### config.mk
export PLATFORM = sky130hd
export DESIGN_NAME = dnos_ctrl
export DESIGN_NICKNAME = d
export VERILOG_FILES = /design/src/hdl/dnos_pkg.sv /design/src/hdl/dnos_ctrl.sv
export SDC_FILE = /design/constraint.sdc
export NUM_CORES = 1
export LEC_CHECK = 0
export ABC_AREA = 1
export ABC_CLOCK_PERIOD_IN_PS = 1500
export BUFFER_PORTS_ARGS = -buffer_cell sky130_fd_sc_hd__buf_2
export CELL_PAD_IN_SITES_DETAIL_PLACEMENT = 1
export CELL_PAD_IN_SITES_GLOBAL_PLACEMENT = 2
export CORE_MARGIN = 3
export CORE_UTILIZATION = 20
export CTS_BUF_LIST = sky130_fd_sc_hd__clkbuf_16
export CTS_CLUSTER_DIAMETER = 40
export DETAILED_ROUTE_END_ITERATION = 12
export HOLD_SLACK_MARGIN = 0.1
export PLACE_DENSITY = 0.77
export SLEW_MARGIN = 20
export SYNTH_ARGS = -nofsm -noshare
export SYNTH_HDL_FRONTEND = slang
export SYNTH_SLANG_ARGS = --single-unit
### constraint.sdc
create_clock -name clock -period 1.5 [get_ports clock]
set_input_delay 0.225 -clock clock [delete_from_list [all_inputs] [get_ports clock]]
set_output_delay 0.225 -clock clock [all_outputs]
set_load 0.1 [all_outputs]
### src/hdl/dnos_pkg.sv
`timescale 1ns / 1ps
// ----------------------------------------------------------------------------
// dnos_pkg
// Shared field widths, codes, controller states and the command and status
// structs that join the controller and the datapath.
// ----------------------------------------------------------------------------
package dnos_pkg;

   localparam int OP_W      = 2;
   localparam int LETTER_W  = 5;
   localparam int RANK_W    = 13;
   localparam int POS_W     = 12;
   localparam int STATUS_W  = 2;
   localparam int REPEAT_W  = 7;

   localparam logic [REPEAT_W-1:0] REPEAT_RESET = 7'd1;

   // operation codes of a request beat
   localparam logic [OP_W-1:0] OP_APPEND = 2'd0;
   localparam logic [OP_W-1:0] OP_DELETE = 2'd1;
   localparam logic [OP_W-1:0] OP_READ   = 2'd2;

   // status codes of a response beat
   localparam logic [STATUS_W-1:0] STAT_OK        = 2'd0;
   localparam logic [STATUS_W-1:0] STAT_NOT_FOUND = 2'd1;
   localparam logic [STATUS_W-1:0] STAT_RANGE     = 2'd2;

   typedef enum logic [2:0] {
      ST_CLEAR,
      ST_IDLE,
      ST_DISPATCH,
      ST_MOD,
      ST_RD_DATA,
      ST_SCAN,
      ST_DONE
   } state_type;

   typedef struct packed {
      logic clear_step;
      logic capture;
      logic append;
      logic scan_start;
      logic scan_run;
      logic mod_start;
      logic mod_step;
      logic res_read;
      logic res_range;
      logic out_load;
   } cmd_type;

   typedef struct packed {
      logic            clear_last;
      logic [OP_W-1:0] op;
      logic            pos_range;
      logic            mod_done;
      logic            scan_hit;
      logic            scan_end;
   } sts_type;

endpackage

### src/hdl/dnos_ctrl.sv
`timescale 1ns / 1ps
// ----------------------------------------------------------------------------
// dnos_ctrl
// Sequencer: clearing pass, operation dispatch, modulo walk, scan and
// hand-off to the response register.
// ----------------------------------------------------------------------------
module dnos_ctrl (
   input  logic              clock,
   input  logic              reset,
   input  logic              req_valid,
   output logic              req_ready,
   output logic              rsp_valid,
   input  logic              rsp_ready,
   input  dnos_pkg::sts_type sts,
   output dnos_pkg::cmd_type cmd
);
   import dnos_pkg::*;

   state_type state_ff, state_in;
   logic      rsp_valid_ff, rsp_valid_in;

   always_ff @(posedge clock) begin
      if (reset) begin
         state_ff     <= ST_CLEAR;
         rsp_valid_ff <= 1'b0;
      end else begin
         state_ff     <= state_in;
         rsp_valid_ff <= rsp_valid_in;
      end
   end

   always_comb begin
      state_in = state_ff;
      cmd      = '0;
      unique case (state_ff)
         ST_CLEAR: begin
            cmd.clear_step = 1'b1;
            if (sts.clear_last) begin
               state_in = ST_IDLE;
            end
         end
         ST_IDLE: begin
            if (req_valid) begin
               cmd.capture = 1'b1;
               state_in    = ST_DISPATCH;
            end
         end
         ST_DISPATCH: begin
            unique case (sts.op)
               OP_APPEND: begin
                  cmd.append = 1'b1;
                  state_in   = ST_DONE;
               end
               OP_DELETE: begin
                  cmd.scan_start = 1'b1;
                  state_in       = ST_SCAN;
               end
               OP_READ: begin
                  if (sts.pos_range) begin
                     cmd.res_range = 1'b1;
                     state_in      = ST_DONE;
                  end else begin
                     cmd.mod_start = 1'b1;
                     state_in      = ST_MOD;
                  end
               end
               default: begin
                  cmd.res_range = 1'b1;
                  state_in      = ST_DONE;
               end
            endcase
         end
         ST_MOD: begin
            if (sts.mod_done) begin
               state_in = ST_RD_DATA;
            end else begin
               cmd.mod_step = 1'b1;
            end
         end
         ST_RD_DATA: begin
            cmd.res_read = 1'b1;
            state_in     = ST_DONE;
         end
         ST_SCAN: begin
            cmd.scan_run = 1'b1;
            if (sts.scan_hit || sts.scan_end) begin
               state_in = ST_DONE;
            end
         end
         ST_DONE: begin
            if (!rsp_valid_ff || rsp_ready) begin
               cmd.out_load = 1'b1;
               state_in     = ST_IDLE;
            end
         end
         default: begin
            state_in = ST_IDLE;
         end
      endcase
   end

   always_comb begin
      rsp_valid_in = rsp_valid_ff && !rsp_ready;
      if (cmd.out_load) begin
         rsp_valid_in = 1'b1;
      end
   end

   assign req_ready = (state_ff == ST_IDLE);
   assign rsp_valid = rsp_valid_ff;

endmodule

# Word-level counts from Yosys, hierarchy flattened
# Cells that the tools add are included.
# W data, S select, Z words.
op_classes:
  mux: 27
  n_reduce_logical: 9
  n_eq_ne: 13
ops:
  columns: ["cell", "n"]
  rows:
  - ["$pmux W3 S7", 1]
  - ["$mux W3", 6]
  - ["$mux W1", 17]
  - ["$ne A2 B2 Y1 const B", 5]
  - ["$eq A3 B3 Y1 const B", 3]
  - ["$eq A3 B2 Y1 const B", 2]
  - ["$pmux W3 S2", 1]
  - ["$reduce_and A5 Y1", 1]
  - ["$eq A3 B1 Y1 const B", 1]
  - ["$logic_not A3 Y1", 1]
  - ["$eq A2 B1 Y1 const B", 1]
  - ["$eq A2 B2 Y1 const B", 1]
  - ["$logic_not A1 Y1", 2]
  - ["$logic_not A2 Y1", 1]
  - ["$logic_or A1 B1 Y1", 2]
  - ["$mux W2", 1]
  - ["$pmux W1 S2", 1]
  - ["$reduce_or A2 Y1", 1]
  - ["$logic_and A1 B1 Y1", 1]
word_totals:
  inputBits: 11
  elab_cells: 51
  reg_bits: 4

# Depth between registers and ports, before layout
depth:
  word_depth: 5
  ltp_mapped: 9
  ltp_nobuf: 8

# Worst setup path before layout
# OpenSTA, ideal clock, no wires.
synth_timing:
  path_kind: "reg-to-output"
  startpoint: "register rsp_valid_ff, in the netlist rsp_valid"
  endpoint: "output cmd[0] (netlist bit)"
  arrival_ns: 2.865
  required_time_ns: 1.275
  stages_incl_launch_ff: 4
  path_slack_ns: -1.590
  cell_sequence: "dfxtp_1 inv_1 nor2_1 nor3_1"
synth_lines:
  columns: ["element", "line_no", "source"]
  rows:
  - ["start: declaration", "dnos_ctrl.sv:20", "logic rsp_valid_ff, rsp_valid_in;"]
  - ["start signal: assignment", "dnos_ctrl.sv:28", "rsp_valid_ff <= rsp_valid_in;"]
  - ["end: declaration", "dnos_ctrl.sv:15", "output dnos_pkg::cmd_type cmd"]

==> impl_metrics.py <==
metrics = {
    "synth": {
        "syn-cell-area_sq_um": 477,
        "post_synth_num_cell_types": 19,
        "synth_edf_count": 0,
        "mappedNetlistNets": 96,
        "ys.warnings.count": 0,
        "ys_async_sr_fraction_pct": 0,
        "yosysSeqAreaShare_pct": 16.8,
        "postSynthCellCount": 80,
        "synth_ff_type": "dfxtp_1",
        "synth_common_cells": "nor2_1, inv_1, nand2_1",
        "ys_ff_latch": 4,
        "yosysMostFrequentCell": "nor2_1",
        "netlist_top_cells_area": "nor2_1, dfxtp_1, ha_1",
        "avgSynthCellArea_sq_um": 5.96,
        "yosysTopAreaCell": "nor2_1",
        "synth_top_cell_area_share_pct": 18.9,
    },
    "worst_setup_path": {
        "r2r_slack_ns": 0.29,
        "required_ns": 1.27,
        "ff2ff_path_depth": 8,
        "crit_chain": "inv_6 -> nor2_4 -> inv_4 -> nor3_4 -> buf_12",
        "endpoint": "cmd[8]",
        "worstPathMaxFanout": 5,
        "crit_path_end_kind": "output pin",
        "critPathLaunchType": "flip-flop",
        "cp.arrival_ns": 1.23,
        "worstReg2RegEnd": "state_ff[0]$_SDFFE_PP0P_",
        "crit_slowest_cell": "dfxtp_4",
        "slowest_delay_ns": 0.37,
        "path_class": "flip-flop to output pin",
        "crit_start": "state_ff[0]$_SDFFE_PP0P_",
        "r2r-start": "state_ff[0]$_SDFFE_PP0P_",
    },
    "cts": {
        "cts-root-buf": "clkbuf_16",
        "cts_max_level": 1,
        "clock_latency_ns": 0.22,
        "cts_inserted_buffers": 3,
        "cts_sinks": 4,
        "cts_max_path_buffers": 2,
        "cts_tree": "built",
        "path_clk_slew_ns": 0.03,
        "postCtsHoldBufs": 0,
    },
    "pwr": {
        "p_leak_uw": 0.000470,
        "internal_power_uw": 1030,
        "finalPower_uw": 2080,
        "vdd_ir_drop_max_mv": 1.49,
        "power.switching_uw": 1050,
        "p_seq_share_pct": 10.5,
        "pwr-share-clk_pct": 19.5,
        "power.density_mw_per_mm2": 2040,
        "switching_share_pct": 50.5,
        "pwr-share-comb_pct": 70.0,
    },
    "die": {
        "coreArea_sq_mm": 0.00223,
        "rows": 17,
        "initial_core_util_pct": 21.3,
        "io_pins": 23,
        "die_h_um": 54.8,
        "die-area_sq_mm": 0.00301,
        "die_w_um": 54.8,
    },
    "timing": {
        "maxSlewViolCount": 0,
        "worst_slack_ns": 0.0420,
        "finalSetupTns_ns": 0,
        "rsz0062_at_grt": "yes",
        "fin_skew_ns": 0.00270,
        "tightest_slew_ns": 0.483,
        "min_period_ns": 1.46,
        "setup_violations": 0,
        "min_period_over_period_pct": 97.2,
        "slew_headroom_pct": 68.0,
        "final_hold_viol_count": 0,
        "max_freq_mhz": 686,
    },
    "place": {
        "gp_congestion": 0.724,
        "port_buffers": 22,
        "preCtsSetupSlack_ns": 0.156,
        "dpl.hpwl_um": 1230,
    },
    "detailed_routing": {
        "vias": 595,
        "routed_via_density": 4.28,
        "wl_per_cell_um": 10.8,
        "dr.pass1.iters": 4,
        "drt_iter0_drc": 1,
        "drc_errors": 0,
        "postRouteAntennaNets": 0,
        "wl_um": 1500,
    },
    "finish": {
        "nets": 129,
        "drive_gt1_share_pct": 55.0,
        "n_antenna_cell": 0,
        "fin_util_pct": 45.6,
        "areaGrowthSynthToFinish_pct": 114,
    },
    "global_routing": {
        "grt_pass1_wl_um": 2350,
        "grt_usage_pct": 10.9,
        "grt_max_degree": 8,
        "grt_overflow": 0,
        "antenna_found_initial": 0,
        "grt_pass1_vias": 541,
    },
    "status": {
        "status": "finished, final reports clean",
    },
    "job": {
        "maxCapViolCount": 0,
    },
    "worst_hold_path": {
        "min_path_type": "input pin to flip-flop",
    },
}
cells by family (layout without fill, tap and decap cells):
family / count (synthesis) / count (layout) / synth area share, %
DFF: 4 / 4 / 16.8
and+or+nand+nor: 49 / 49 / 48.0
buffers and inverters: 17 / 48 / 16.3
AOI/OAI and AO/OA: 5 / 5 / 5.77
adders and majority gates: 5 / 5 / 13.1
through the flow:
| step | hold WS, ns | cells | instance area (sq um) |
|---|---|---|---|
| 2_1_floorplan | 0.290 | 80 | 579 |
| 3_3_place_gp | 0.392 | 131 | 890 |
| 3_5_place_dp | 0.400 | 131 | 890 |
| 4_1_cts | 0.181 | 134 | 968 |
| 5_1_grt | 0.190 | 139 | 1020 |
| 6_report | 0.179 | 139 | 1020 |
cell usage in the layout (no fill, tap or decap), drive strengths merged:
cell type,count
inv,15
ha,5
clkbuf,3
nand2,12
a21boi,1
a21oi,3
buf,30
nor3,3
nand3,5
o21ai,1
nand4,2
dfxtp,4
nor2,27
critical path: cells and delay by family, from the launching register on:
family	cells	cell delay, ns
buf+inv	3	0.31
flops	1	0.37
simple gates	2	0.34
worst min path at each step:
stage / start / to / cells after the start
after global placement: reset / rsp_valid$_SDFF_PP0_ / 2
after CTS: reset / rsp_valid$_SDFF_PP0_ / 2
after detailed placement: reset / rsp_valid$_SDFF_PP0_ / 2
final: reset / rsp_valid$_SDFF_PP0_ / 2
after floorplan: reset / rsp_valid$_SDFF_PP0_ / 1
after global routing: reset / rsp_valid$_SDFF_PP0_ / 2
power by group through the flow:
stage                     logic [uW]  clock network (uW)  registers, uW
final                           1450                 405            218
after global routing            1550                 416            227
after CTS                       1370                 414            208
after detailed placement        1360                   0            203
after global placement          1350                   0            203
after floorplan                  988                   0            196
registers in the layout, summed over array words and instances, names as in the netlist:
name       count
state_ff       3
rsp_valid      1
what timing repair did:
item	CTS	global route
pin swaps	0	2
endpoints found under the setup margin	5	6
cloned	0	0
resized for setup	2	6
setup buffers	0	5
per-layer routing:
metal | global-route usage, % | part of all wire, %
met1 | 12.7 | 42
met2 | 19.3 | 53
met4 | 2.49 | 0
met5 | 0 | 0
met3 | 3.00 | 5.3
area by class of cell:
type,count,area (sq um)
Clock buffer,3,75.1
Fill cell,278,1210
Inverter,15,63.8
Multi-Input combinational cell,59,415
Sequential cell,4,90.1
Tap cell,28,35.0
Timing Repair Buffer,30,339
Note: power is estimated with default switching activity, not from simulation.
